<file path="config.mk">
export PLATFORM = sky130hd
export DESIGN_NAME = audio_mix_output_stage_core
export DESIGN_NICKNAME = d
export VERILOG_FILES = /design/src/hdl/amos_pkg.sv /design/src/hdl/amos_queue.sv /design/src/hdl/amos_front.sv /design/src/hdl/amos_back.sv /design/src/hdl/audio_mix_output_stage_core.sv
export SDC_FILE = /design/constraint.sdc
export NUM_CORES = 2
export LEC_CHECK = 0
export ABC_AREA = 1
export BUFFER_PORTS_ARGS = -buffer_cell sky130_fd_sc_hd__buf_2
export CAP_MARGIN = 5
export CELL_PAD_IN_SITES_DETAIL_PLACEMENT = 0
export CELL_PAD_IN_SITES_GLOBAL_PLACEMENT = 1
export CORE_AREA = 2 2 380 382
export CTS_CLUSTER_DIAMETER = 80
export CTS_CLUSTER_SIZE = 28
export DETAILED_ROUTE_END_ITERATION = 10
export DIE_AREA = 0 0 382 384
export PLACE_DENSITY = 0.78
export SLEW_MARGIN = 20
export SYNTH_ARGS = -nofsm -noshare
export SYNTH_HDL_FRONTEND = slang
export SYNTH_HIERARCHICAL = 1
export SYNTH_SLANG_ARGS = --single-unit
</file>
<file path="constraint.sdc">
create_clock -name clk -period 13.5 [get_ports clk]
set_input_delay 4.05 -clock clk [delete_from_list [all_inputs] [get_ports clk]]
set_output_delay 4.05 -clock clk [all_outputs]
set_load 0.01 [all_outputs]
</file>
<file path="src/hdl/amos_pkg.sv">
package amos_pkg;

	// Field and datapath widths.
	localparam int MIX_WIDTH     = 24;
	localparam int MAX_RING_LOG2 = 16;
	localparam int FRAC_W        = 16;
	localparam int ACC_W         = MIX_WIDTH + FRAC_W;
	localparam int DIFF_W        = ACC_W + 1;
	localparam int ALPHA_W       = 17;
	localparam int COEF_W        = ALPHA_W - 1;
	localparam int PROD_W        = DIFF_W + COEF_W + 1;
	localparam int VOL_W         = 9;
	localparam int FILT_W        = MIX_WIDTH + 1;
	localparam int SCALED_W      = FILT_W + VOL_W + 1;
	localparam int VOL_SHIFT     = 8;
	localparam int PTR_W         = MAX_RING_LOG2;
	localparam int LOG2_W        = 5;
	localparam int SAMPLE_W      = 16;
	localparam int SLOT_W        = 16;
	localparam int BYTE_W        = 8;
	localparam int IN_TDATA_W    = ((2 * MIX_WIDTH + 7) / 8) * 8;
	localparam int OUT_TDATA_W   = ((SLOT_W + SAMPLE_W + 7) / 8) * 8;
	localparam int HALF_LSB      = 1 << (FRAC_W - 1);

	// Ring size limits and gain limits.
	localparam logic [LOG2_W-1:0] RING_LOG2_MIN = LOG2_W'(8);
	localparam logic [LOG2_W-1:0] RING_LOG2_MAX = LOG2_W'(MAX_RING_LOG2);
	localparam logic [VOL_W-1:0]  VOL_UNITY     = VOL_W'(256);
	localparam logic [BYTE_W-1:0] BYTE_OFFSET   = BYTE_W'(128);

	// Decoupling queue between front and back; depth is a power of two.
	localparam int QUEUE_DEPTH = 2;
	localparam int QPTR_W      = $clog2(QUEUE_DEPTH);

	// Configuration port.
	localparam int CFG_IDX_W  = 3;
	localparam int CFG_DATA_W = ALPHA_W;

	localparam logic [CFG_IDX_W-1:0] REG_MASTER_VOLUME  = CFG_IDX_W'(0);
	localparam logic [CFG_IDX_W-1:0] REG_FILTER_ALPHA   = CFG_IDX_W'(1);
	localparam logic [CFG_IDX_W-1:0] REG_EIGHT_BIT_MODE = CFG_IDX_W'(2);
	localparam logic [CFG_IDX_W-1:0] REG_STEREO_MODE    = CFG_IDX_W'(3);
	localparam logic [CFG_IDX_W-1:0] REG_RING_SIZE_LOG2 = CFG_IDX_W'(4);

	localparam logic [VOL_W-1:0]   RST_MASTER_VOLUME  = VOL_W'(179);
	localparam logic [ALPHA_W-1:0] RST_FILTER_ALPHA   = ALPHA_W'(65536);
	localparam logic               RST_EIGHT_BIT_MODE = 1'b0;
	localparam logic               RST_STEREO_MODE    = 1'b1;
	localparam logic [LOG2_W-1:0]  RST_RING_SIZE_LOG2 = LOG2_W'(14);

	// One accepted pair, classified by the front.
	typedef struct packed {
		logic signed [MIX_WIDTH-1:0] mix_left;
		logic signed [MIX_WIDTH-1:0] mix_right;
		logic                        end_of_block;
		logic                        emit_right;
	} item_t;

	// Configuration registers as seen by the back.
	typedef struct packed {
		logic [VOL_W-1:0]   master_volume;
		logic [ALPHA_W-1:0] filter_alpha;
		logic               eight_bit_mode;
		logic               stereo_mode;
		logic [LOG2_W-1:0]  ring_size_log2;
	} cfg_t;

	// Queue status between the modules.
	typedef struct packed {
		logic full;
		logic empty;
	} q_status_t;

endpackage

</file>
<file path="src/hdl/amos_queue.sv">
module amos_queue (
	input  logic              clk,
	input  logic              arst_n,
	input  logic              push,
	input  amos_pkg::item_t   push_item,
	input  logic              pop,
	output amos_pkg::item_t   pop_item,
	output amos_pkg::q_status_t status
);

	amos_pkg::item_t mem_q [amos_pkg::QUEUE_DEPTH];
	logic [amos_pkg::QPTR_W-1:0] wr_q;
	logic [amos_pkg::QPTR_W-1:0] rd_q;
	logic [amos_pkg::QPTR_W:0]   count_q;

	// Entry storage needs no reset.
	always_ff @(posedge clk) begin
		if (push) begin
			mem_q[wr_q] <= push_item;
		end
	end

	// Pointers and fill count.
	always_ff @(posedge clk or negedge arst_n) begin
		if (!arst_n) begin
			wr_q    <= '0;
			rd_q    <= '0;
			count_q <= '0;
		end else begin
			if (push) begin
				wr_q <= wr_q + 1'b1;
			end
			if (pop) begin
				rd_q <= rd_q + 1'b1;
			end
			if (push && !pop) begin
				count_q <= count_q + 1'b1;
			end else if (pop && !push) begin
				count_q <= count_q - 1'b1;
			end
		end
	end

	assign pop_item     = mem_q[rd_q];
	assign status.full  = (count_q == (amos_pkg::QPTR_W + 1)'(amos_pkg::QUEUE_DEPTH));
	assign status.empty = (count_q == '0);

endmodule

</file>
<file path="src/hdl/amos_front.sv">
module amos_front (
	input  logic                               clk,
	input  logic                               arst_n,
	input  logic                               s_axis_tvalid,
	output logic                               s_axis_tready,
	input  logic [amos_pkg::IN_TDATA_W-1:0]    s_axis_tdata,
	input  logic                               s_axis_tlast,
	input  logic                               cfg_valid,
	output logic                               cfg_ready,
	input  logic [amos_pkg::CFG_IDX_W-1:0]     cfg_index,
	input  logic [amos_pkg::CFG_DATA_W-1:0]    cfg_data,
	input  amos_pkg::q_status_t                q_status,
	output logic                               q_push,
	output amos_pkg::item_t                    q_item,
	output amos_pkg::cfg_t                     cfg
);

	amos_pkg::cfg_t cfg_q;

	// Register writes are taken in any cycle.
	assign cfg_ready = 1'b1;

	always_ff @(posedge clk or negedge arst_n) begin
		if (!arst_n) begin
			cfg_q.master_volume  <= amos_pkg::RST_MASTER_VOLUME;
			cfg_q.filter_alpha   <= amos_pkg::RST_FILTER_ALPHA;
			cfg_q.eight_bit_mode <= amos_pkg::RST_EIGHT_BIT_MODE;
			cfg_q.stereo_mode    <= amos_pkg::RST_STEREO_MODE;
			cfg_q.ring_size_log2 <= amos_pkg::RST_RING_SIZE_LOG2;
		end else if (cfg_valid) begin
			case (cfg_index)
				amos_pkg::REG_MASTER_VOLUME: begin
					cfg_q.master_volume <= cfg_data[amos_pkg::VOL_W-1:0];
				end
				amos_pkg::REG_FILTER_ALPHA: begin
					cfg_q.filter_alpha <= cfg_data[amos_pkg::ALPHA_W-1:0];
				end
				amos_pkg::REG_EIGHT_BIT_MODE: begin
					cfg_q.eight_bit_mode <= cfg_data[0];
				end
				amos_pkg::REG_STEREO_MODE: begin
					cfg_q.stereo_mode <= cfg_data[0];
				end
				amos_pkg::REG_RING_SIZE_LOG2: begin
					cfg_q.ring_size_log2 <= cfg_data[amos_pkg::LOG2_W-1:0];
				end
				default: begin
				end
			endcase
		end
	end

	assign cfg = cfg_q;

	// Accept a beat whenever the queue has room and tag it with its result count.
	assign s_axis_tready        = !q_status.full;
	assign q_push               = s_axis_tvalid && !q_status.full;
	assign q_item.mix_left      = s_axis_tdata[amos_pkg::MIX_WIDTH-1:0];
	assign q_item.mix_right     = s_axis_tdata[2*amos_pkg::MIX_WIDTH-1:amos_pkg::MIX_WIDTH];
	assign q_item.end_of_block  = s_axis_tlast;
	assign q_item.emit_right    = cfg_q.stereo_mode;

endmodule

</file>
<file path="src/hdl/amos_back.sv">
module amos_back (
	input  logic                               clk,
	input  logic                               arst_n,
	input  amos_pkg::cfg_t                     cfg,
	input  amos_pkg::q_status_t                q_status,
	input  amos_pkg::item_t                    q_item,
	output logic                               q_pop,
	output logic                               m_axis_tvalid,
	input  logic                               m_axis_tready,
	output logic [amos_pkg::OUT_TDATA_W-1:0]   m_axis_tdata,
	output logic                               m_axis_tlast,
	output logic                               m_axis_tuser
);

	localparam int V_W = amos_pkg::SCALED_W - amos_pkg::VOL_SHIFT;
	localparam logic signed [V_W-1:0] SAT_HI = V_W'(32'sd32767);
	localparam logic signed [V_W-1:0] SAT_LO = V_W'(-32'sd32768);

	typedef enum logic [6:0] {
		ST_IDLE  = 7'b0000001,
		ST_DIFF  = 7'b0000010,
		ST_MUL   = 7'b0000100,
		ST_ACC   = 7'b0001000,
		ST_ROUND = 7'b0010000,
		ST_VOL   = 7'b0100000,
		ST_EMIT  = 7'b1000000
	} state_t;

	state_t state_q;
	logic   side_q;
	amos_pkg::item_t item_q;

	logic signed [amos_pkg::ACC_W-1:0]    acc_l_q;
	logic signed [amos_pkg::ACC_W-1:0]    acc_r_q;
	logic signed [amos_pkg::DIFF_W-1:0]   diff_q;
	logic signed [amos_pkg::PROD_W-1:0]   prod_q;
	logic signed [amos_pkg::FILT_W-1:0]   filt_q;
	logic signed [amos_pkg::SCALED_W-1:0] scaled_q;
	logic [amos_pkg::PTR_W-1:0]           ptr_q;

	logic                               out_valid_q;
	logic [amos_pkg::SLOT_W-1:0]        slot_q;
	logic [amos_pkg::SAMPLE_W-1:0]      sample_q;
	logic                               is_last_q;
	logic                               block_done_q;

	logic signed [amos_pkg::MIX_WIDTH-1:0] x_sel;
	logic signed [amos_pkg::ACC_W-1:0]     acc_sel;
	logic signed [amos_pkg::DIFF_W-1:0]    diff_next;
	logic signed [amos_pkg::PROD_W-1:0]    prod_next;
	logic signed [amos_pkg::PROD_W-1:0]    prod_rnd;
	logic signed [amos_pkg::ACC_W-1:0]     acc_next;
	logic signed [amos_pkg::ACC_W:0]       acc_rnd;
	logic [amos_pkg::VOL_W-1:0]            vol_eff;
	logic signed [V_W-1:0]                 v_shift;
	logic [amos_pkg::SAMPLE_W-1:0]         v_sat;
	logic [amos_pkg::SAMPLE_W-1:0]         sample_next;
	logic [amos_pkg::LOG2_W-1:0]           ring_log2;
	logic [amos_pkg::PTR_W:0]              mask_wide;
	logic [amos_pkg::PTR_W-1:0]            ring_mask;
	logic [amos_pkg::PTR_W-1:0]            slot_now;
	logic                                  emit;
	logic                                  last;
	logic                                  out_free;
	logic                                  load_out;

	// Operand selection for the side being worked on.
	assign x_sel   = side_q ? item_q.mix_right : item_q.mix_left;
	assign acc_sel = side_q ? acc_r_q : acc_l_q;

	// Filter arithmetic: difference, Q16 product, half-up rounded step.
	always_comb begin
		diff_next = {x_sel[amos_pkg::MIX_WIDTH-1], x_sel, {amos_pkg::FRAC_W{1'b0}}}
			- {acc_sel[amos_pkg::ACC_W-1], acc_sel};
		if (cfg.filter_alpha[amos_pkg::COEF_W]) begin
			// Alpha of one or above passes the difference through unscaled.
			prod_next = amos_pkg::PROD_W'(diff_q) <<< amos_pkg::FRAC_W;
		end else begin
			prod_next = diff_q * $signed({1'b0, cfg.filter_alpha[amos_pkg::COEF_W-1:0]});
		end
		prod_rnd = prod_q + amos_pkg::PROD_W'(amos_pkg::HALF_LSB);
		acc_next = acc_sel
			+ prod_rnd[amos_pkg::ACC_W+amos_pkg::FRAC_W-1:amos_pkg::FRAC_W];
		acc_rnd  = {acc_sel[amos_pkg::ACC_W-1], acc_sel}
			+ (amos_pkg::ACC_W + 1)'(amos_pkg::HALF_LSB);
	end

	// Gain limit, saturation and output format.
	always_comb begin
		vol_eff = (cfg.master_volume > amos_pkg::VOL_UNITY) ? amos_pkg::VOL_UNITY
			: cfg.master_volume;
		v_shift = scaled_q[amos_pkg::SCALED_W-1:amos_pkg::VOL_SHIFT];
		if (v_shift > SAT_HI) begin
			v_sat = SAT_HI[amos_pkg::SAMPLE_W-1:0];
		end else if (v_shift < SAT_LO) begin
			v_sat = SAT_LO[amos_pkg::SAMPLE_W-1:0];
		end else begin
			v_sat = v_shift[amos_pkg::SAMPLE_W-1:0];
		end
		if (cfg.eight_bit_mode) begin
			sample_next = {{(amos_pkg::SAMPLE_W - amos_pkg::BYTE_W){1'b0}},
				v_sat[amos_pkg::SAMPLE_W-1:amos_pkg::SAMPLE_W-amos_pkg::BYTE_W]
				^ amos_pkg::BYTE_OFFSET};
		end else begin
			sample_next = v_sat;
		end
	end

	// Ring mask from the clamped ring size.
	always_comb begin
		if (cfg.ring_size_log2 < amos_pkg::RING_LOG2_MIN) begin
			ring_log2 = amos_pkg::RING_LOG2_MIN;
		end else if (cfg.ring_size_log2 > amos_pkg::RING_LOG2_MAX) begin
			ring_log2 = amos_pkg::RING_LOG2_MAX;
		end else begin
			ring_log2 = cfg.ring_size_log2;
		end
		mask_wide = ({{amos_pkg::PTR_W{1'b0}}, 1'b1} << ring_log2)
			- {{amos_pkg::PTR_W{1'b0}}, 1'b1};
		ring_mask = mask_wide[amos_pkg::PTR_W-1:0];
		slot_now  = ptr_q & ring_mask;
	end

	// Emit control: left always goes out, right only in stereo.
	assign emit     = !side_q || item_q.emit_right;
	assign last     = side_q || !item_q.emit_right;
	assign out_free = !out_valid_q || m_axis_tready;
	assign load_out = (state_q == ST_EMIT) && emit && out_free;
	assign q_pop    = (state_q == ST_IDLE) && !q_status.empty;

	// Sequencer: one side at a time through the shared multiply path.
	always_ff @(posedge clk or negedge arst_n) begin
		if (!arst_n) begin
			state_q <= ST_IDLE;
			side_q  <= 1'b0;
			acc_l_q <= '0;
			acc_r_q <= '0;
			ptr_q   <= '0;
		end else begin
			case (state_q)
				ST_IDLE: begin
					if (!q_status.empty) begin
						side_q  <= 1'b0;
						state_q <= ST_DIFF;
					end
				end
				ST_DIFF: begin
					state_q <= ST_MUL;
				end
				ST_MUL: begin
					state_q <= ST_ACC;
				end
				ST_ACC: begin
					if (side_q) begin
						acc_r_q <= acc_next;
					end else begin
						acc_l_q <= acc_next;
					end
					state_q <= ST_ROUND;
				end
				ST_ROUND: begin
					state_q <= ST_VOL;
				end
				ST_VOL: begin
					state_q <= ST_EMIT;
				end
				ST_EMIT: begin
					if (!emit || out_free) begin
						if (emit) begin
							ptr_q <= (slot_now + 1'b1) & ring_mask;
						end
						if (side_q) begin
							state_q <= ST_IDLE;
						end else begin
							side_q  <= 1'b1;
							state_q <= ST_DIFF;
						end
					end
				end
				default: begin
					state_q <= ST_IDLE;
				end
			endcase
		end
	end

	// Datapath registers between the sequencer steps.
	always_ff @(posedge clk) begin
		if (q_pop) begin
			item_q <= q_item;
		end
		if (state_q == ST_DIFF) begin
			diff_q <= diff_next;
		end
		if (state_q == ST_MUL) begin
			prod_q <= prod_next;
		end
		if (state_q == ST_ROUND) begin
			filt_q <= acc_rnd[amos_pkg::ACC_W:amos_pkg::FRAC_W];
		end
		if (state_q == ST_VOL) begin
			scaled_q <= filt_q * $signed({1'b0, vol_eff});
		end
		if (load_out) begin
			slot_q       <= amos_pkg::SLOT_W'(slot_now);
			sample_q     <= sample_next;
			is_last_q    <= last;
			block_done_q <= last && item_q.end_of_block;
		end
	end

	// Output register keeps a finished beat while the sequencer moves on.
	always_ff @(posedge clk or negedge arst_n) begin
		if (!arst_n) begin
			out_valid_q <= 1'b0;
		end else if (load_out) begin
			out_valid_q <= 1'b1;
		end else if (m_axis_tready) begin
			out_valid_q <= 1'b0;
		end
	end

	assign m_axis_tvalid = out_valid_q;
	assign m_axis_tdata  = amos_pkg::OUT_TDATA_W'({sample_q, slot_q});
	assign m_axis_tlast  = block_done_q;
	assign m_axis_tuser  = is_last_q;

endmodule

</file>
<file path="src/hdl/audio_mix_output_stage_core.sv">
// Channel   Direction  Beat contents
// s_axis    in         one mixed stereo pair; tlast marks the end of a block
// m_axis    out        one ring slot and sample; tlast block done, tuser last of pair
// cfg       in         register index and write data, always ready
//
// In the back sequencer a pair is fetched from the queue, then each side runs in turn
// through the shared difference, multiply, accumulate, round, gain and output steps;
// both sides run even in mono.
// The front accepts pairs into a two-entry queue while the back is busy.
// A stalled output holds only the emit step; the filter state is already updated.
// Reset restores register defaults, clears both accumulators and the slot pointer.
module audio_mix_output_stage_core (
	input  logic                              clk,
	input  logic                              arst_n,
	// mix_left [23:0], mix_right [47:24]
	input  logic                              s_axis_tvalid,
	output logic                              s_axis_tready,
	input  logic [amos_pkg::IN_TDATA_W-1:0]   s_axis_tdata,
	input  logic                              s_axis_tlast,
	// slot_address [15:0], sample_value [31:16]
	output logic                              m_axis_tvalid,
	input  logic                              m_axis_tready,
	output logic [amos_pkg::OUT_TDATA_W-1:0]  m_axis_tdata,
	output logic                              m_axis_tlast,
	// is_last [0]
	output logic                              m_axis_tuser,
	input  logic                              cfg_valid,
	output logic                              cfg_ready,
	input  logic [amos_pkg::CFG_IDX_W-1:0]    cfg_index,
	input  logic [amos_pkg::CFG_DATA_W-1:0]   cfg_data
);

	amos_pkg::q_status_t q_status;
	amos_pkg::item_t     push_item;
	amos_pkg::item_t     pop_item;
	amos_pkg::cfg_t      cfg;
	logic                push;
	logic                pop;

	// Front: beat intake, classification and registers.
	amos_front u_front (
		.clk           (clk),
		.arst_n        (arst_n),
		.s_axis_tvalid (s_axis_tvalid),
		.s_axis_tready (s_axis_tready),
		.s_axis_tdata  (s_axis_tdata),
		.s_axis_tlast  (s_axis_tlast),
		.cfg_valid     (cfg_valid),
		.cfg_ready     (cfg_ready),
		.cfg_index     (cfg_index),
		.cfg_data      (cfg_data),
		.q_status      (q_status),
		.q_push        (push),
		.q_item        (push_item),
		.cfg           (cfg)
	);

	// Short queue between front and back.
	amos_queue u_queue (
		.clk       (clk),
		.arst_n    (arst_n),
		.push      (push),
		.push_item (push_item),
		.pop       (pop),
		.pop_item  (pop_item),
		.status    (q_status)
	);

	// Back: filter, gain, format and ring addressing.
	amos_back u_back (
		.clk           (clk),
		.arst_n        (arst_n),
		.cfg           (cfg),
		.q_status      (q_status),
		.q_item        (pop_item),
		.q_pop         (pop),
		.m_axis_tvalid (m_axis_tvalid),
		.m_axis_tready (m_axis_tready),
		.m_axis_tdata  (m_axis_tdata),
		.m_axis_tlast  (m_axis_tlast),
		.m_axis_tuser  (m_axis_tuser)
	);

endmodule

</file>
==> flow_metrics.tcl <==
set metrics [dict create \
    outcome "finished, final reports clean" \
    cts_buffers 38 \
    cp-start-kind "register" \
    clk_pin_slew_worst_paths_ps 90 \
    synth_flop_cell "edfxtp_1" \
    synth-warning-count 6 \
    final_cell_mix "nand2_1, inv_1, fa_1, nor2_1, edfxtp_1" \
    hpwl_um 132000 \
    grt_max_degree 79 \
    critPathLaunch "u_back/diff_q[16]" \
    skew_ps 54.5 \
    portBuffers 109 \
    rsz0062_at_grt "false" \
    grt_first_pass_wirelength_um 258000 \
    cp-end-kind "register" \
    synth-edff-count 318 \
    drc 0 \
    r2r_setup_slack_ps 6380 \
    nNetsFinal 8065 \
    ant_nets 0 \
    cts_sinks 460 \
    post-route-min-period_ps 7120 \
    hold_start "u_back/acc_r_q[23]" \
    root_buffer "clkbuf_16" \
    wire_per_inst_um 18.5 \
    vias 43500 \
    whs_endpoint "u_back/acc_r_q[23]" \
    worstHoldPathCells 2 \
    grt_pass1_vias 45100 \
    clock_latency_ps 660 \
    die_w_um 382 \
    cts_resized 0 \
    async_flop_share_pct 30.9 \
    r2r-start "u_back/diff_q[16]" \
    drv_slew 0 \
    cts_hold_buf 0 \
    reg2regPathDepth 20 \
    worst-path-max-fanout 17 \
    cts_tree "built" \
    dp_cells 8798 \
    finalSetupViolCount 0 \
    initial_core_util_pct 39.7 \
    routed_wl_um 164000 \
    gp_congestion 0.978 \
    ys_seq_area_share_pct 23.1 \
    slew_headroom_pct 25.9 \
    ys_ff_latch 460 \
    maxCapViolations 0 \
    overflow 0 \
    fp-row-count 139 \
    synthCells 7023 \
    dieArea_um2 147000 \
    period_share_pct 52.8 \
    max_freq_mhz 140 \
    via_per_inst 4.91 \
    track_usage_pct 22.7 \
    io_pins 111 \
    h-tree-depth 2 \
    drive_gt1_share_pct 6.13 \
    stdcell_count 8870 \
    initialDrtViolationCount 3321 \
    die_h_um 384 \
    drt_first_pass_iters 8 \
    timing_worst_setup_path_type "reg -> reg" \
    core-area_um2 143000 \
    worst_slew_pin_slew_ps 1100 \
    cts.path.max_buffers 3 \
    hold_violations 0 \
    synth.distinct_cells 65 \
    syn2layout_area_growth_pct 6.15 \
    cts_setup_buffers 0 \
    worst_ep_required_time_ps 13840 \
    synth_area_per_cell_um2 8.08 \
    r2r-end "u_back/prod_q[39]" \
    syn_area_um2 56700 \
    final_common_cell "nand2_1" \
    hold_class "reg -> reg" \
    setup_tns_ps 0 \
    antenna_found_initial 7 \
    cp.arrival_ps 7470 \
]
[cell families after synthesis]
logic type / after synthesis / synth area share, %
simple gates: 2794 / 20.5
fa+ha+maj: 1056 / 33.7
flops: 460 / 23.1
other cells: 2 / 0.0132
xor+xnor: 154 / 2.38
buf+inv: 2005 / 13.9
compound gates: 501 / 5.01
mux: 51 / 1.36
[worst max path at each step]
stage                               end  slack (ps)  cells past startpoint
floorplan           u_queue/mem_q[0][0]        6600                      4
global placement      u_back/prod_q[39]        6430                     20
detailed placement    u_back/prod_q[39]        6390                     20
CTS                   u_back/prod_q[39]        6370                     20
global route          u_back/prod_q[55]        5890                     23
finish                u_back/prod_q[39]        6380                     20
[metal layers]
| layer | vias to the layer above | wire [µm] | GRT usage (%) |
|---|---|---|---|
| met4 | 4 | 5140 | 6.75 |
| met3 | 192 | 8570 | 2.54 |
| met2 | 1139 | 76700 | 37.9 |
| met5 | - | 249 | 1.14 |
| met1 | 21500 | 73100 | 31.0 |
| li1 | 20800 | - | - |
[synth_stat cells (5+ instances only)]
library cell / count / area share [%]
nand4_1: 48 / 0.53
edfxtp_1: 318 / 17
o21ai_1: 18 / 0.16
o211ai_1: 10 / 0.13
xor2_1: 98 / 1.5
or2_2: 20 / 0.22
dfrtp_1: 131 / 5.8
nand3_2: 5 / 0.088
inv_2: 9 / 0.060
nor2_4: 11 / 0.22
o21a_1: 9 / 0.12
nor2_1: 424 / 2.8
buf_6: 9 / 0.18
nand3_1: 254 / 2.2
a21o_1: 13 / 0.17
a31oi_1: 32 / 0.35
inv_1: 1690 / 11
o21ai_0: 177 / 1.6
o21bai_1: 27 / 0.36
xnor2_1: 56 / 0.86
mux2_4: 49 / 1.3
buf_4: 52 / 0.69
nor2_2: 16 / 0.18
nor3_1: 54 / 0.48
nor4_1: 32 / 0.35
fa_1: 786 / 28
buf_1: 8 / 0.053
ha_1: 270 / 6.0
clkbuf_1: 206 / 1.4
nand2_1: 1859 / 12
o21ai_2: 10 / 0.15
buf_12: 5 / 0.18
nand2_4: 8 / 0.16
nand2_2: 18 / 0.20
a21boi_0: 11 / 0.15
buf_2: 17 / 0.15
clkinv_1: 5 / 0.033
dfstp_2: 11 / 0.51
a21oi_1: 175 / 1.5
nand3b_1: 24 / 0.32
[metrics by stage]
stage                     utilization [%]  setup WS, ps  instance area (µm²)  hold WS [ps]
after floorplan                         -          6600                56700           437
after global routing                 42.2          5890                60200           503
after detailed placement             41.1          6390                58700           462
after CTS                            42.2          6370                60200           484
after global placement               41.1          6430                58700           455
final                                42.2          6380                60200           479
[sequential cells by signal, summed over array words and instances (netlist names), 7 cells and up]
register / cells
u_back/acc_l_q: 40
u_back/acc_r_q: 40
u_back/diff_q: 41
u_back/filt_q: 25
u_back/item_q: 50
u_back/prod_q: 41
u_back/ptr_q: 16
u_back/sample_q: 16
u_back/scaled_q: 27
u_back/slot_q: 16
u_back/state_q: 7
u_front/cfg: 33
u_queue/mem_q: 100
[critical path: stages, from the launching register on]
cell	delay, ps
edfxtp_1	980
nand2_1	180
fa_1	570
inv_1	50
fa_1	520
fa_1	470
fa_1	540
fa_1	560
inv_1	60
fa_1	530
inv_1	40
ha_1	340
a21oi_1	230
o21ai_0	270
a21oi_1	430
nor2_1	100
nor2_1	110
nand3_1	210
or2_2	340
nand3_1	110
nand2_1	180
[layout make-up]
cell class                 count  area (µm²)
fill                       14400       82600
multi-input combinational   4559       35800
sequential                   460       13100
inverter                    1705        6410
tap                         1903        2380
timing repair buffer         171        1020
clock buffer                  38         951
clock inverter                31         586
antenna                        3        7.51
Power is left out: the tool's default activity adds up to more than one toggle a clock period on the data nets, which glitch-free logic cannot reach.
